$ cat src/design/wsc_pkg.sv
// ----------------------------------------------------------------------------
// wsc_pkg
// shared types, constants and the arctangent table of the steering controller
// ----------------------------------------------------------------------------
package wsc_pkg;

    // register indexes of the configuration port
    localparam logic [3:0] CFG_TARGET_X   = 4'd0;
    localparam logic [3:0] CFG_TARGET_Y   = 4'd1;
    localparam logic [3:0] CFG_HEAD_P     = 4'd2;
    localparam logic [3:0] CFG_HEAD_I     = 4'd3;
    localparam logic [3:0] CFG_HEAD_D     = 4'd4;
    localparam logic [3:0] CFG_DIST_P     = 4'd5;
    localparam logic [3:0] CFG_DIST_D     = 4'd6;
    localparam logic [3:0] CFG_SPEED_LIM  = 4'd7;

    // register reset values
    localparam logic [31:0] RST_HEAD_P    = 32'd167772;
    localparam logic [31:0] RST_HEAD_I    = 32'd0;
    localparam logic [31:0] RST_HEAD_D    = 32'd503;
    localparam logic [31:0] RST_DIST_P    = 32'd8388608;
    localparam logic [31:0] RST_DIST_D    = 32'd1174405;
    localparam logic [20:0] RST_SPEED_LIM = 21'd65536;

    // thresholds
    localparam logic [32:0]        ARRIVE_MIN      = 33'd19661;
    localparam logic [32:0]        REACH_LIMIT     = 33'd6554;
    localparam logic signed [16:0] GATE_DEG        = 17'sd256;
    localparam logic signed [16:0] DEAD_DEG        = 17'sd26;
    localparam logic signed [55:0] YAW_MAX         = 56'sd39322;
    localparam logic signed [16:0] RESET_GATE_DEG  = 17'sd1280;
    localparam logic [32:0]        RESET_GATE_DIST = 33'd327680;
    localparam logic signed [33:0] QUARTER_TURN    = 34'sd1073741824;

    // operand width of the serial multiplier
    localparam int MW = 33;

    typedef enum logic [3:0] {
        ST_IDLE,
        ST_HGATE,
        ST_BEAR,
        ST_ERR,
        ST_MUL,
        ST_HFIN,
        ST_DGATE,
        ST_ROOT,
        ST_DFIN,
        ST_OUT
    } wsc_state_t;

    // products formed on the shared multiplier, in issue order
    typedef enum logic [2:0] {
        J_HP,
        J_HD,
        J_HI,
        J_SQX,
        J_SQY,
        J_DP,
        J_DD
    } wsc_job_t;

    typedef enum logic [1:0] {
        COR_IDLE,
        COR_NORM,
        COR_ITER,
        COR_FIN
    } cor_phase_t;

    // atan(2^-i), 2^32 units per turn
    function automatic logic [31:0] cordic_angle(input logic [4:0] i);
        logic [31:0] a;
        case (i)
            5'd0:    a = 32'd536870912;
            5'd1:    a = 32'd316933406;
            5'd2:    a = 32'd167458907;
            5'd3:    a = 32'd85004756;
            5'd4:    a = 32'd42667331;
            5'd5:    a = 32'd21354465;
            5'd6:    a = 32'd10679838;
            5'd7:    a = 32'd5340245;
            5'd8:    a = 32'd2670163;
            5'd9:    a = 32'd1335087;
            5'd10:   a = 32'd667544;
            5'd11:   a = 32'd333772;
            5'd12:   a = 32'd166886;
            5'd13:   a = 32'd83443;
            5'd14:   a = 32'd41722;
            5'd15:   a = 32'd20861;
            5'd16:   a = 32'd10430;
            5'd17:   a = 32'd5215;
            5'd18:   a = 32'd2608;
            5'd19:   a = 32'd1304;
            5'd20:   a = 32'd652;
            5'd21:   a = 32'd326;
            5'd22:   a = 32'd163;
            5'd23:   a = 32'd81;
            5'd24:   a = 32'd41;
            5'd25:   a = 32'd20;
            5'd26:   a = 32'd10;
            5'd27:   a = 32'd5;
            5'd28:   a = 32'd3;
            5'd29:   a = 32'd1;
            5'd30:   a = 32'd1;
            default: a = 32'd0;
        endcase
        return a;
    endfunction

endpackage

$ cat src/design/wsc_mul.sv
// ----------------------------------------------------------------------------
// wsc_mul
// bit-serial shift-add multiplier, one multiplier bit per cycle
// ----------------------------------------------------------------------------
module wsc_mul
    import wsc_pkg::*;
(
    input  logic                clk,
    input  logic                rst_n,
    input  logic                start,
    input  logic [MW-1:0]       a,
    input  logic [MW-1:0]       b,
    output logic                done,
    output logic [2*MW-1:0]     prod
);

    logic [2*MW-1:0] acc_reg;
    logic [2*MW-1:0] acc_next;
    logic [5:0]      cnt_reg;
    logic            busy_reg;
    logic            done_reg;
    logic [MW:0]     upper;

    // add the multiplicand into the top half when the low bit is set, then shift
    always_comb
    begin
        upper    = {1'b0, acc_reg[2*MW-1:MW]} + (acc_reg[0] ? {1'b0, a} : {(MW+1){1'b0}});
        acc_next = {upper, acc_reg[MW-1:1]};
    end

    always_ff @(posedge clk or negedge rst_n)
    begin
        if (!rst_n)
        begin
            busy_reg <= 1'b0;
            done_reg <= 1'b0;
            cnt_reg  <= '0;
        end
        else
        begin
            done_reg <= 1'b0;
            if (start)
            begin
                busy_reg <= 1'b1;
                cnt_reg  <= '0;
            end
            else if (busy_reg)
            begin
                cnt_reg <= cnt_reg + 6'd1;
                if (cnt_reg == 6'(MW - 1))
                begin
                    busy_reg <= 1'b0;
                    done_reg <= 1'b1;
                end
            end
        end
    end

    // product register, multiplier bits enter at the bottom
    always_ff @(posedge clk)
    begin
        if (start)
            acc_reg <= {{MW{1'b0}}, b};
        else if (busy_reg)
            acc_reg <= acc_next;
    end

    assign done = done_reg;
    assign prod = acc_reg;

endmodule

$ cat src/design/wsc_sqrt.sv
// ----------------------------------------------------------------------------
// wsc_sqrt
// restoring square root, one radicand bit pair per cycle, rounded to nearest
// ----------------------------------------------------------------------------
module wsc_sqrt
    import wsc_pkg::*;
(
    input  logic         clk,
    input  logic         rst_n,
    input  logic         start,
    input  logic [65:0]  rad,
    output logic         done,
    output logic [32:0]  root
);

    logic [65:0] rad_reg;
    logic [36:0] rem_reg;
    logic [32:0] root_reg;
    logic [5:0]  cnt_reg;
    logic        busy_reg;
    logic        fin_reg;
    logic        done_reg;
    logic [36:0] rem_sh;
    logic [36:0] trial;

    // one trial subtraction
    always_comb
    begin
        rem_sh = {rem_reg[34:0], rad_reg[65:64]};
        trial  = {2'b00, root_reg, 2'b01};
    end

    always_ff @(posedge clk or negedge rst_n)
    begin
        if (!rst_n)
        begin
            busy_reg <= 1'b0;
            fin_reg  <= 1'b0;
            done_reg <= 1'b0;
            cnt_reg  <= '0;
        end
        else
        begin
            done_reg <= 1'b0;
            if (start)
            begin
                busy_reg <= 1'b1;
                cnt_reg  <= '0;
            end
            else if (busy_reg)
            begin
                cnt_reg <= cnt_reg + 6'd1;
                if (cnt_reg == 6'd32)
                begin
                    busy_reg <= 1'b0;
                    fin_reg  <= 1'b1;
                end
            end
            else if (fin_reg)
            begin
                fin_reg  <= 1'b0;
                done_reg <= 1'b1;
            end
        end
    end

    // datapath
    always_ff @(posedge clk)
    begin
        if (start)
        begin
            rad_reg  <= rad;
            rem_reg  <= '0;
            root_reg <= '0;
        end
        else if (busy_reg)
        begin
            rad_reg <= {rad_reg[63:0], 2'b00};
            if (rem_sh >= trial)
            begin
                rem_reg  <= rem_sh - trial;
                root_reg <= {root_reg[31:0], 1'b1};
            end
            else
            begin
                rem_reg  <= rem_sh;
                root_reg <= {root_reg[31:0], 1'b0};
            end
        end
        else if (fin_reg)
        begin
            // round to nearest
            if (rem_reg > {4'b0000, root_reg})
                root_reg <= root_reg + 33'd1;
        end
    end

    assign done = done_reg;
    assign root = root_reg;

endmodule

$ cat src/design/wsc_cordic.sv
// ----------------------------------------------------------------------------
// wsc_cordic
// vectoring cordic bearing of an offset, one rotation per cycle
// ----------------------------------------------------------------------------
module wsc_cordic
    import wsc_pkg::*;
(
    input  logic               clk,
    input  logic               rst_n,
    input  logic               start,
    input  logic signed [32:0] dx,
    input  logic signed [32:0] dy,
    output logic               done,
    output logic [31:0]        bearing
);

    cor_phase_t         phase_reg;
    cor_phase_t         phase_next;
    logic signed [44:0] x_reg;
    logic signed [44:0] y_reg;
    logic signed [33:0] z_reg;
    logic [4:0]         it_reg;
    logic               negx_reg;
    logic               negy_reg;
    logic [31:0]        bearing_reg;
    logic               done_reg;
    logic               done_next;
    logic [32:0]        ax;
    logic [32:0]        ay;
    logic signed [44:0] xs;
    logic signed [44:0] ys;
    logic signed [33:0] ang;
    logic signed [33:0] zc;
    logic [31:0]        t0;
    logic [31:0]        t1;

    always_comb
    begin
        ax  = dx[32] ? 33'(-dx) : 33'(dx);
        ay  = dy[32] ? 33'(-dy) : 33'(dy);
        xs  = x_reg >>> it_reg;
        ys  = y_reg >>> it_reg;
        ang = {2'b00, cordic_angle(it_reg)};
        // clamp to the first quadrant, then unfold by the offset signs
        if (z_reg < 34'sd0)
            zc = 34'sd0;
        else if (z_reg > QUARTER_TURN)
            zc = QUARTER_TURN;
        else
            zc = z_reg;
        t0 = negx_reg ? (32'h8000_0000 - zc[31:0]) : zc[31:0];
        t1 = negy_reg ? (32'd0 - t0) : t0;
    end

    // next phase
    always_comb
    begin
        phase_next = phase_reg;
        case (phase_reg)
            COR_IDLE:
            begin
                if (start && !(ax == 33'd0 && ay == 33'd0))
                    phase_next = COR_NORM;
            end
            COR_NORM:
            begin
                if ((x_reg[44:40] | y_reg[44:40]) != 5'd0)
                    phase_next = COR_ITER;
            end
            COR_ITER:
            begin
                if (it_reg == 5'd31)
                    phase_next = COR_FIN;
            end
            COR_FIN:
            begin
                phase_next = COR_IDLE;
            end
            default:
            begin
                phase_next = COR_IDLE;
            end
        endcase
    end

    // completion flag, at once for a zero offset
    always_comb
    begin
        done_next = ((phase_reg == COR_IDLE) && start && (ax == 33'd0) && (ay == 33'd0))
                  || (phase_reg == COR_FIN);
    end

    always_ff @(posedge clk or negedge rst_n)
    begin
        if (!rst_n)
        begin
            phase_reg <= COR_IDLE;
            done_reg  <= 1'b0;
        end
        else
        begin
            phase_reg <= phase_next;
            done_reg  <= done_next;
        end
    end

    // datapath
    always_ff @(posedge clk)
    begin
        case (phase_reg)
            COR_IDLE:
            begin
                if (start)
                begin
                    x_reg       <= {12'd0, ax};
                    y_reg       <= {12'd0, ay};
                    z_reg       <= '0;
                    it_reg      <= '0;
                    negx_reg    <= dx[32];
                    negy_reg    <= dy[32];
                    bearing_reg <= '0;
                end
            end
            COR_NORM:
            begin
                // scale both up until the larger reaches 2^40
                if ((x_reg[44:40] | y_reg[44:40]) == 5'd0)
                begin
                    x_reg <= x_reg <<< 1;
                    y_reg <= y_reg <<< 1;
                end
            end
            COR_ITER:
            begin
                if (y_reg > 45'sd0)
                begin
                    x_reg <= x_reg + ys;
                    y_reg <= y_reg - xs;
                    z_reg <= z_reg + ang;
                end
                else
                begin
                    x_reg <= x_reg - ys;
                    y_reg <= y_reg + xs;
                    z_reg <= z_reg - ang;
                end
                it_reg <= it_reg + 5'd1;
            end
            COR_FIN:
            begin
                bearing_reg <= t1;
            end
            default:
            begin
                bearing_reg <= bearing_reg;
            end
        endcase
    end

    assign done    = done_reg;
    assign bearing = bearing_reg;

endmodule

$ cat src/design/waypoint_steering_controller.sv
// ----------------------------------------------------------------------------
// waypoint_steering_controller
// heading pid and distance pd toward a configured waypoint, one result per item
// ----------------------------------------------------------------------------
// One item is worked on at a time; in_stall is high from acceptance until the
// result is handed to the output register. The time an item takes is set by
// the shared bit-serial multiplier, which forms up to seven products, the
// cordic (up to 40 normalising shifts and 32 rotations) and the square root
// loop, and is least when both stages are skipped. The output register
// lets the next item be accepted while a result still waits to be taken. The
// configuration port is always ready.
module waypoint_steering_controller
    import wsc_pkg::*;
(
    input  logic               clk,
    input  logic               rst_n,
    input  logic               cfg_valid,
    output logic               cfg_ready,
    input  logic [3:0]         cfg_index,
    input  logic [31:0]        cfg_data,
    input  logic               in_valid,
    output logic               in_stall,
    input  logic signed [31:0] pos_x,
    input  logic signed [31:0] pos_y,
    input  logic signed [15:0] heading,
    output logic               out_valid,
    input  logic               out_stall,
    output logic signed [16:0] yaw_rate_cmd,
    output logic [20:0]        speed_cmd,
    output logic signed [16:0] heading_error,
    output logic [32:0]        distance_to_target,
    output logic               arrived,
    output logic               position_reached
);

    // configuration
    logic signed [31:0] target_x_reg;
    logic signed [31:0] target_y_reg;
    logic [31:0]        head_p_reg;
    logic [31:0]        head_i_reg;
    logic [31:0]        head_d_reg;
    logic [31:0]        dist_p_reg;
    logic [31:0]        dist_d_reg;
    logic [20:0]        speed_lim_reg;

    // controller state
    logic signed [16:0] gate_herr_reg;
    logic signed [16:0] prev_herr_reg;
    logic signed [31:0] herr_sum_reg;
    logic [32:0]        gate_dist_reg;
    logic [32:0]        prev_dist_reg;

    // per item
    wsc_state_t         state_reg;
    wsc_state_t         state_next;
    wsc_job_t           job_reg;
    logic               issued_reg;
    logic signed [32:0] dx_reg;
    logic signed [32:0] dy_reg;
    logic [15:0]        hdg_reg;
    logic signed [16:0] err_reg;
    logic signed [31:0] sum_reg;
    logic [32:0]        dist_reg;
    logic [65:0]        sqx_reg;
    logic signed [55:0] acc_reg;
    logic signed [16:0] yaw_reg;
    logic [20:0]        speed_reg;
    logic               arrived_reg;
    logic               reached_reg;

    // output register
    logic               out_valid_reg;
    logic signed [16:0] yaw_out_reg;
    logic [20:0]        speed_out_reg;
    logic signed [16:0] herr_out_reg;
    logic [32:0]        dist_out_reg;
    logic               arrived_out_reg;
    logic               reached_out_reg;

    // unit handshakes
    logic               cor_start;
    logic               cor_done;
    logic [31:0]        cor_bearing;
    logic               mul_start;
    logic               mul_done;
    logic [2*MW-1:0]    mul_prod;
    logic [MW-1:0]      mul_a;
    logic [MW-1:0]      mul_b;
    logic               sq_start;
    logic               sq_done;
    logic [32:0]        sq_root;
    logic [65:0]        sq_rad;

    // combinational datapath
    logic               dist_ok;
    logic               herr_ok;
    logic [31:0]        e32;
    logic signed [39:0] e_prod;
    logic signed [39:0] e_rnd;
    logic signed [16:0] err_val;
    logic signed [32:0] sum_wide;
    logic signed [31:0] sum_sat;
    logic signed [34:0] gval;
    logic [34:0]        gmag;
    logic               gneg;
    logic [55:0]        term;
    logic signed [55:0] acc_add;
    logic [32:0]        adx;
    logic [32:0]        ady;
    logic signed [16:0] yaw_val;
    logic [20:0]        speed_val;
    logic               out_free;

    wsc_cordic u_cordic (
        .clk     (clk),
        .rst_n   (rst_n),
        .start   (cor_start),
        .dx      (dx_reg),
        .dy      (dy_reg),
        .done    (cor_done),
        .bearing (cor_bearing)
    );

    wsc_mul u_mul (
        .clk   (clk),
        .rst_n (rst_n),
        .start (mul_start),
        .a     (mul_a),
        .b     (mul_b),
        .done  (mul_done),
        .prod  (mul_prod)
    );

    wsc_sqrt u_sqrt (
        .clk   (clk),
        .rst_n (rst_n),
        .start (sq_start),
        .rad   (sq_rad),
        .done  (sq_done),
        .root  (sq_root)
    );

    // gates, heading error, integral and offset magnitudes
    always_comb
    begin
        dist_ok  = gate_dist_reg >= ARRIVE_MIN;
        herr_ok  = (gate_herr_reg < GATE_DEG) && (gate_herr_reg > -GATE_DEG);
        e32      = cor_bearing - {hdg_reg, 16'h0000};
        e_prod   = $signed({{8{e32[31]}}, e32}) * 40'sd45;
        e_rnd    = e_prod + 40'sd1048576;
        err_val  = e_rnd[37:21];
        sum_wide = 33'(err_val) + 33'(herr_sum_reg);
        if (sum_wide[32] != sum_wide[31])
            sum_sat = sum_wide[32] ? 32'sh8000_0000 : 32'sh7fff_ffff;
        else
            sum_sat = sum_wide[31:0];
        adx = dx_reg[32] ? 33'(-dx_reg) : 33'(dx_reg);
        ady = dy_reg[32] ? 33'(-dy_reg) : 33'(dy_reg);
    end

    // multiplier operands for the current product, its accumulation and the radicand
    always_comb
    begin
        gval  = 35'sd0;
        mul_b = '0;
        case (job_reg)
            J_HP:
            begin
                gval  = 35'(err_reg);
                mul_b = {1'b0, head_p_reg};
            end
            J_HD:
            begin
                gval  = 35'(err_reg) - 35'(prev_herr_reg);
                mul_b = {1'b0, head_d_reg};
            end
            J_HI:
            begin
                gval  = 35'(sum_reg);
                mul_b = {1'b0, head_i_reg};
            end
            J_SQX:
            begin
                gval  = $signed({2'b00, adx});
                mul_b = adx;
            end
            J_SQY:
            begin
                gval  = $signed({2'b00, ady});
                mul_b = ady;
            end
            J_DP:
            begin
                gval  = $signed({2'b00, dist_reg});
                mul_b = {1'b0, dist_p_reg};
            end
            J_DD:
            begin
                gval  = $signed({2'b00, dist_reg}) - $signed({2'b00, prev_dist_reg});
                mul_b = {1'b0, dist_d_reg};
            end
            default:
            begin
                gval  = 35'sd0;
                mul_b = '0;
            end
        endcase
        gneg  = gval[34];
        gmag  = gneg ? 35'(-gval) : 35'(gval);
        mul_a = gmag[MW-1:0];
        // heading gains drop 16 fraction bits, distance gains 24
        if (job_reg == J_DP || job_reg == J_DD)
            term = {14'd0, mul_prod[65:24]};
        else
            term = {6'd0, mul_prod[65:16]};
        acc_add = gneg ? (acc_reg - $signed(term)) : (acc_reg + $signed(term));
        sq_rad  = sqx_reg + mul_prod;
    end

    // command clamps
    always_comb
    begin
        if (acc_reg > YAW_MAX)
            yaw_val = 17'(YAW_MAX);
        else if (acc_reg < -YAW_MAX)
            yaw_val = 17'(-YAW_MAX);
        else
            yaw_val = acc_reg[16:0];
        if ((err_reg < DEAD_DEG) && (err_reg > -DEAD_DEG))
            yaw_val = 17'sd0;
        if (acc_reg <= 56'sd0)
            speed_val = 21'd0;
        else if (acc_reg >= $signed({35'd0, speed_lim_reg}))
            speed_val = speed_lim_reg;
        else
            speed_val = acc_reg[20:0];
        if (dist_reg < REACH_LIMIT)
            speed_val = 21'd0;
    end

    assign out_free = !out_valid_reg || !out_stall;

    // next state
    always_comb
    begin
        state_next = state_reg;
        case (state_reg)
            ST_IDLE:
            begin
                if (in_valid)
                    state_next = ST_HGATE;
            end
            ST_HGATE:
            begin
                state_next = dist_ok ? ST_BEAR : ST_DGATE;
            end
            ST_BEAR:
            begin
                if (cor_done)
                    state_next = ST_ERR;
            end
            ST_ERR:
            begin
                state_next = ST_MUL;
            end
            ST_MUL:
            begin
                if (mul_done)
                begin
                    case (job_reg)
                        J_HI:    state_next = ST_HFIN;
                        J_SQY:   state_next = ST_ROOT;
                        J_DD:    state_next = ST_DFIN;
                        default: state_next = ST_MUL;
                    endcase
                end
            end
            ST_HFIN:
            begin
                state_next = ST_DGATE;
            end
            ST_DGATE:
            begin
                state_next = herr_ok ? ST_MUL : ST_OUT;
            end
            ST_ROOT:
            begin
                if (sq_done)
                    state_next = ST_MUL;
            end
            ST_DFIN:
            begin
                state_next = ST_OUT;
            end
            ST_OUT:
            begin
                if (out_free)
                    state_next = ST_IDLE;
            end
            default:
            begin
                state_next = ST_IDLE;
            end
        endcase
    end

    // controls
    always_comb
    begin
        in_stall  = (state_reg != ST_IDLE);
        cor_start = (state_reg == ST_HGATE) && dist_ok;
        mul_start = (state_reg == ST_MUL) && !issued_reg;
        sq_start  = (state_reg == ST_MUL) && (job_reg == J_SQY) && mul_done;
    end

    always_ff @(posedge clk or negedge rst_n)
    begin
        if (!rst_n)
        begin
            state_reg  <= ST_IDLE;
            issued_reg <= 1'b0;
        end
        else
        begin
            state_reg <= state_next;
            if (mul_start)
                issued_reg <= 1'b1;
            else if (mul_done)
                issued_reg <= 1'b0;
        end
    end

    // configuration writes
    always_ff @(posedge clk or negedge rst_n)
    begin
        if (!rst_n)
        begin
            target_x_reg  <= '0;
            target_y_reg  <= '0;
            head_p_reg    <= RST_HEAD_P;
            head_i_reg    <= RST_HEAD_I;
            head_d_reg    <= RST_HEAD_D;
            dist_p_reg    <= RST_DIST_P;
            dist_d_reg    <= RST_DIST_D;
            speed_lim_reg <= RST_SPEED_LIM;
        end
        else if (cfg_valid)
        begin
            case (cfg_index)
                CFG_TARGET_X:  target_x_reg  <= cfg_data;
                CFG_TARGET_Y:  target_y_reg  <= cfg_data;
                CFG_HEAD_P:    head_p_reg    <= cfg_data;
                CFG_HEAD_I:    head_i_reg    <= cfg_data;
                CFG_HEAD_D:    head_d_reg    <= cfg_data;
                CFG_DIST_P:    dist_p_reg    <= cfg_data;
                CFG_DIST_D:    dist_d_reg    <= cfg_data;
                CFG_SPEED_LIM: speed_lim_reg <= cfg_data[20:0];
                default:       speed_lim_reg <= speed_lim_reg;
            endcase
        end
    end

    assign cfg_ready = 1'b1;

    // controller state, updated only by the stages that run
    always_ff @(posedge clk or negedge rst_n)
    begin
        if (!rst_n)
        begin
            gate_herr_reg <= RESET_GATE_DEG;
            prev_herr_reg <= '0;
            herr_sum_reg  <= '0;
            gate_dist_reg <= RESET_GATE_DIST;
            prev_dist_reg <= '0;
        end
        else if (state_reg == ST_HFIN)
        begin
            gate_herr_reg <= err_reg;
            prev_herr_reg <= err_reg;
            herr_sum_reg  <= sum_reg;
        end
        else if (state_reg == ST_DFIN)
        begin
            gate_dist_reg <= dist_reg;
            prev_dist_reg <= dist_reg;
        end
    end

    // item datapath
    always_ff @(posedge clk)
    begin
        case (state_reg)
            ST_IDLE:
            begin
                if (in_valid)
                begin
                    dx_reg      <= 33'(target_x_reg) - 33'(pos_x);
                    dy_reg      <= 33'(target_y_reg) - 33'(pos_y);
                    hdg_reg     <= heading;
                    yaw_reg     <= '0;
                    speed_reg   <= '0;
                    arrived_reg <= 1'b0;
                    reached_reg <= 1'b0;
                end
            end
            ST_HGATE:
            begin
                if (!dist_ok)
                    arrived_reg <= 1'b1;
            end
            ST_ERR:
            begin
                err_reg <= err_val;
                sum_reg <= sum_sat;
                acc_reg <= '0;
                job_reg <= J_HP;
            end
            ST_MUL:
            begin
                if (mul_done)
                begin
                    case (job_reg)
                        J_HP:
                        begin
                            acc_reg <= acc_add;
                            job_reg <= J_HD;
                        end
                        J_HD:
                        begin
                            acc_reg <= acc_add;
                            job_reg <= J_HI;
                        end
                        J_HI:
                        begin
                            acc_reg <= acc_add;
                        end
                        J_SQX:
                        begin
                            sqx_reg <= mul_prod;
                            job_reg <= J_SQY;
                        end
                        J_DP:
                        begin
                            acc_reg <= acc_add;
                            job_reg <= J_DD;
                        end
                        J_DD:
                        begin
                            acc_reg <= acc_add;
                        end
                        default:
                        begin
                            acc_reg <= acc_reg;
                        end
                    endcase
                end
            end
            ST_HFIN:
            begin
                yaw_reg <= yaw_val;
            end
            ST_DGATE:
            begin
                if (herr_ok)
                    job_reg <= J_SQX;
            end
            ST_ROOT:
            begin
                if (sq_done)
                begin
                    dist_reg <= sq_root;
                    acc_reg  <= '0;
                    job_reg  <= J_DP;
                end
            end
            ST_DFIN:
            begin
                speed_reg   <= speed_val;
                reached_reg <= (dist_reg < REACH_LIMIT);
            end
            default:
            begin
                yaw_reg <= yaw_reg;
            end
        endcase
    end

    // output register
    always_ff @(posedge clk or negedge rst_n)
    begin
        if (!rst_n)
            out_valid_reg <= 1'b0;
        else if (state_reg == ST_OUT && out_free)
            out_valid_reg <= 1'b1;
        else if (!out_stall)
            out_valid_reg <= 1'b0;
    end

    always_ff @(posedge clk)
    begin
        if (state_reg == ST_OUT && out_free)
        begin
            yaw_out_reg     <= yaw_reg;
            speed_out_reg   <= speed_reg;
            herr_out_reg    <= gate_herr_reg;
            dist_out_reg    <= gate_dist_reg;
            arrived_out_reg <= arrived_reg;
            reached_out_reg <= reached_reg;
        end
    end

    assign out_valid          = out_valid_reg;
    assign yaw_rate_cmd       = yaw_out_reg;
    assign speed_cmd          = speed_out_reg;
    assign heading_error      = herr_out_reg;
    assign distance_to_target = dist_out_reg;
    assign arrived            = arrived_out_reg;
    assign position_reached   = reached_out_reg;

endmodule
$ cat config.mk
export PLATFORM = sky130hd
export DESIGN_NAME = waypoint_steering_controller
export DESIGN_NICKNAME = d
export VERILOG_FILES = /design/src/design/wsc_pkg.sv /design/src/design/wsc_mul.sv /design/src/design/wsc_sqrt.sv /design/src/design/wsc_cordic.sv /design/src/design/waypoint_steering_controller.sv
export SDC_FILE = /design/constraint.sdc
export NUM_CORES = 2
export LEC_CHECK = 0
export BUFFER_PORTS_ARGS = -buffer_cell sky130_fd_sc_hd__buf_2
export CAP_MARGIN = 10
export CELL_PAD_IN_SITES_DETAIL_PLACEMENT = 1
export CELL_PAD_IN_SITES_GLOBAL_PLACEMENT = 1
export CORE_MARGIN = 8
export CORE_UTILIZATION = 46
export DETAILED_ROUTE_END_ITERATION = 12
export PLACE_DENSITY_LB_ADDON = 0.1
export SYNTH_ARGS = -nofsm -noshare
export SYNTH_HDL_FRONTEND = slang
export SYNTH_SLANG_ARGS = --single-unit
$ cat constraint.sdc
create_clock -name clk -period 9.4 [get_ports clk]
set_input_delay 1.88 -clock clk [delete_from_list [all_inputs] [get_ports clk]]
set_output_delay 1.88 -clock clk [all_outputs]
set_load 0.01 [all_outputs]
======== Word level (Yosys, flattened, before mapping) ========
Memories as Yosys holds them, arrays and structs flattened. A register that Yosys moved wholly into a read port is not among the register bits.
Cells that the tools add are included.
word-level totals
  flip-flop bits (word level) ............. 1187
  memory bits (read-only) ................. 960
  output and inout port bits .............. 93
  memories ................................ 1
cells by class
  add/subtract/negate cells ............... 27
  multiply operators ...................... 1
  magnitude comparators ................... 15
  equal/unequal tests ..................... 45
  shifts and indexed selects .............. 2
  muxes and demuxes ....................... 97
  bitwise gates (word level) .............. 3
  reductions and logical operators ........ 67
memory list
  name             words  bits a word  rd ports  clocked after memory_dff  wr ports  line           RTL
  (no name shown)  32     30           1         1                         0         wsc_pkg.sv:72  case (i)
operators with widths
  cell                                                             number
  two-way mux 33 bit                                               9
  two-way mux 45 bit                                               6
  case mux 45 bit (3 select lines)                                 2
  case mux 35 bit (7 select lines)                                 1
  case mux 33 bit (7 select lines)                                 1
  two-way mux 32 bit                                               7
  two-way mux 56 bit                                               4
  case mux 56 bit (3 select lines)                                 1
  two-way mux 66 bit                                               2
  negation 33 bit                                                  3
  adder 45 bit                                                     2
  >>> shifter 45 x 5 -> 45 bit                                     2
  subtractor 45 bit                                                2
  two-way mux 21 bit                                               4
  two-way mux 17 bit                                               4
  two-way mux 34 bit                                               2
  case mux 34 bit (2 select lines)                                 1
  adder 66 bit                                                     1
  zero test 33 bit                                                 2
  subtractor 32 x 32 -> 33 bit                                     2
  case mux 32 bit (2 select lines)                                 1
  adder 56 bit                                                     1
  >= comparator 56 x 22 -> 1 bit                                   1
  greater-than comparator 56 x 17 -> 1 bit, second input constant  1
  78 further kinds                                                 195

======== Logic depth before layout (Yosys ltp) ========
  depth after elaboration ................. 9
  depth in mapped cells ................... 44
  depth with buffers taken out ............ 42

======== By module ========
A second synthesis with hierarchy kept.
unflattened totals
  cells, all modules ...................... 10041
  area total of the unflattened synthesis .. 93836.2 µm²
modules (own cells, without submodules)
  module                        instances  cells each  area each (µm²)  sequential area each (µm²)
  waypoint_steering_controller  1          5314        52831.9          21058.9
  wsc_cordic                    1          3316        27463.8          5570.3
  wsc_sqrt                      1          912         8700.8           3608.5
  wsc_mul                       1          499         4839.6           1851.8

======== Least setup slack after synthesis ========
Ideal clock, no wire load.
  path type ............................... reg-to-reg
  from .................................... register u_cordic.bearing_reg[16], in the netlist u_cordic.bearing[16]
  to ...................................... register sum_reg[17], data pin
  setup time .............................. 270 ps
  data arrival time ....................... 9217 ps
  path slack .............................. -88 ps
  cell stages (with the launch flop) ...... 43
  buffers on the path ..................... 2
  period minus slack after synthesis ...... 9488 ps
  cells stage by stage .................... edfxtp_1 > inv_1 > ha_1 > inv_1 > fa_1 > a21o_1 > a21oi_1 > o21bai_1 > a21oi_1 > o21bai_1 > a21oi_1 > xnor2_1 > ha_1 > ha_1 > fa_1 > inv_1 > fa_1 > inv_1 > [... 7 more ...] > o21a_1 > o21ai_0 > xnor2_1 > ha_1 > a21o_1 > a21o_1 > a21o_1 > a21o_1 > a21oi_1 > o211ai_1 > a21oi_1 > o21ai_0 > nor3_1 > a21oi_1 > clkbuf_1 > nand2_1 > buf_1 > o21ai_0
between the ends
  longest elaborated chain between the ends .. 6
  elaborated cells between the ends (all ways) .. 7
  those cells by class .................... add/sub: 3; mul: 1; eq/ne: 1; mux: 2
ends and longest elaborated chain
  element                                                     line                                                                      RTL
  start: declaration                                          wsc_cordic.sv:25                                                          logic [31:0] bearing_reg;
  start signal: assignment                                    wsc_cordic.sv:151                                                         bearing_reg <= t1;
  start signal: assignment                                    wsc_cordic.sv:155                                                         bearing_reg <= bearing_reg;
  subtractor 32 bit *                                         waypoint_steering_controller.sv:148                                       e32 = cor_bearing - {hdg_reg, 16'h0000};
  multiplier 32 x 7 -> 38 bit *                               waypoint_steering_controller.sv:149                                       e_prod = $signed({{8{e32[31]}}, e32}) * 40'sd45;
  adder 38 x 22 -> 38 bit *                                   waypoint_steering_controller.sv:150                                       e_rnd = e_prod + 40'sd1048576;
  via e_rnd[37]                                               waypoint_steering_controller.sv:99                                        logic signed [39:0] e_rnd;
  adder 17 x 32 -> 33 bit *                                   waypoint_steering_controller.sv:152                                       sum_wide = 33'(err_val) + 33'(herr_sum_reg);
  two-way mux 32 bit / != test 1 bit (equally long branches)  waypoint_steering_controller.sv:154, waypoint_steering_controller.sv:153
  two-way mux 32 bit *                                        waypoint_steering_controller.sv:153                                       if (sum_wide[32] != sum_wide[31])
  via sum_sat[17]                                             waypoint_steering_controller.sv:102                                       logic signed [31:0] sum_sat;
  end signal: assignment                                      waypoint_steering_controller.sv:414                                       sum_reg <= sum_sat;
  end: declaration                                            waypoint_steering_controller.sv:62                                        logic signed [31:0] sum_reg;
The timed path passes the listed nets; every way through them passes the cells marked *.
A chain may end at the register's enable or synchronous reset.

======== Worst setup path in the final report ========
  from .................................... register u_cordic.bearing_reg[16], in the netlist u_cordic.bearing[16]
  to ...................................... register sum_reg[14], data pin
Same word-level chain as after synthesis.

==> run metrics <==
Final HPWL DP ~270,000 um; Via density 6.33; Setup crit end kind register; status complete, no violations; first-pass GRT wire length 532,000 um; reg-to-reg endpoint sum_reg[14]; slowest CP cell fa_1; Clk Latency, worst-skew pair 0.84 ns; Syn Std Cell Area 92,500 um^2; final WL 352,000 um; Yosys cell types 115; top-count cell post-synth nand2_1; Synth Instances just over 10,000; clock skew 0.0485 ns; WHS Endpoint speed_cmd[11]; Longest Clk Path Bufs 3; Crit path top cell by count a21oi_2; Post-DRT Antenna Nets 0; crit share post-route 0.943; DRC viols 0; Synth Register Bits ~1,200; WHS Path Cells 0; initial DRC count 6,388; Most used DFF post-synth edfxtp_1; Core ar. about 200,000 um^2; nets@finish 11,021; largest area contributor in the netlist edfxtp_1; cts hold-fix bufs 0; Placement Rows 164; EDFF count, synth 681; Worst EP required 9.96 ns; Min-Delay Path Class register to register; register area share after synthesis 0.347; crit path time final 8.87 ns; number of global-route vias before repair 84,679; Synth area leaders edfxtp_1, dfrtp_1, ha_1; Clock Sinks 1,171; starting density of the core 0.463; DR pass1 iterations 7; Die Ht 464 um; Crit Path Class register to register; Worst slew margin 0.00951; I/O pin count 214; largest net degree at the start of global routing 166; Yosys warning count 0; layout cell share with drive strength beyond 1 0.124; Cell Count, Final, Fillers Out about 13,000; Synth top cells by count nand2_1, nor2_1, a21oi_1; placed insts roughly 13,000; Die ar. 216,000 um^2; H-tree depth 4; CTS tree done; Port Buf Inserts 212; fraction of registers with async set/reset 0.305; routed length per instance about 27 um; crit path max fanout 5; total number of vias 82,071; GRT Residual Overflow 0; Hold Path Origin speed_reg[11]; final count of hold timing violations 0; RePlAce Congestion ~0.96; worst hold slack between 0.4 and 0.5 ns; chip width ~460 um; max incr delay on CP 0.54 ns; worst slew pin tran 1.49 ns; initial antenna violation count 14; Startpoint Class register; reg2reg start u_cordic.bearing[16]; root buffer cell clkbuf_16; f_max ~110 MHz; syn_nets 10,935; Worst-path clk slew 0.06 ns; area fraction of the dominant cell type after synthesis 0.221; Global Route Usage Sum 0.315; WP data arrival 9.43 ns; setup violators final 0; cell count of the worst reg-to-reg path 44; max cap viols 0; Inserted Clock Buffers 144; syn avg cell area 9.16 um^2; pins over their slew limit 0; synthesis-to-finish area growth 10.4%; Reg2Reg Setup Slack ~0.53 ns
what timing repair did:
action / in CTS / in global routing
setup buffers: 2 / 7
setup endpoints to repair: 31 / 32
resized for setup: 5 / 34
gates cloned: 0 / 2
pin swaps: 2 / 13
metrics by stage:
stage,util,area [um^2],setup WS (ns),TNS (ns)
after floorplan,-,92500,0.0556,0
after global placement,0.484,96700,0.0986,0
after detailed placement,0.484,96700,-0.115,-2.16
after CTS,0.509,102000,0.00977,0
after global routing,0.510,102000,-0.0216,-0.0558
final,0.511,102000,0.535,0
worst max-delay path, delay by kind of cell (launching register included):
family	cells	cell delay, ns
AO/OA/AOI/OAI	22	3.55
adder cells (fa/ha/maj)	9	3.05
buffers and inverters	8	0.91
AND/OR/NAND/NOR	3	0.38
XOR/XNOR	2	0.36
flip-flops	1	0.35
how the worst max path moves through the flow:
stage,startpoint,endpoint,slack (ns),cells past startpoint
2_1_floorplan,u_cordic.bearing[16],sum_reg[17],0.06,42
3_3_place_gp,u_cordic.bearing[16],sum_reg[22],0.1,42
3_5_place_dp,u_cordic.bearing[16],sum_reg[22],-0.11,42
4_1_cts,u_cordic.bearing[16],sum_reg[13],0.01,43
5_1_grt,u_cordic.bearing[17],sum_reg[14],-0.02,37
6_report,u_cordic.bearing[16],sum_reg[14],0.53,44
cells in the final DEF (no fill, tap or decap), types with 114 or more instances in the layout:
| cell | count |
|---|---|
| nor3_1 | 204 |
| o21ai_0 | 695 |
| dfxtp_1 | 133 |
| buf_4 | 197 |
| nand3_1 | 200 |
| nor2_1 | 762 |
| xnor2_1 | 383 |
| inv_1 | 539 |
| nand4_1 | 122 |
| edfxtp_1 | 681 |
| mux2i_1 | 256 |
| a21oi_1 | 713 |
| nand2_1 | 953 |
| xor2_1 | 312 |
| clkbuf_16 | 151 |
| ha_1 | 639 |
| dfrtp_1 | 320 |
| o21a_1 | 114 |
| a21o_1 | 283 |
| buf_2 | 212 |
| mux2_2 | 323 |
cell type report:
class                           instances  area [um^2]
Fill cell                           22921        97800
Antenna cell                           10         25.0
Clock buffer                          183         3980
Tap cell                             2656         3320
Timing Repair Buffer                  421         2750
Clock inverter                         86         1060
Inverter                              548         2060
Multi-Input combinational cell       7898        56700
Sequential cell                      1171        32100
layer usage:
layer,track usage,vias up,part of all wire
li1,-,37397,-
met1,0.387,41369,0.40
met4,0.191,4,0.073
met2,0.525,2435,0.47
met3,0.0438,866,0.053
met5,0,-,0.000068
cells by family after synthesis:
| logic type | count (synthesis) | share of synthesized area |
|---|---|---|
| buffers and inverters | 1029 | 0.0434 |
| and+or+nand+nor | 2952 | 0.152 |
| other | 1 | 0.0000406 |
| AOI/OAI and AO/OA | 2842 | 0.198 |
| adders and majority gates | 721 | 0.103 |
| xor gates and xnor gates | 703 | 0.0667 |
| DFF | 1171 | 0.347 |
| muxes | 679 | 0.0903 |
Power is not shown: default switching activity piles up to over one toggle a cycle in this logic, so the estimate is an artifact.
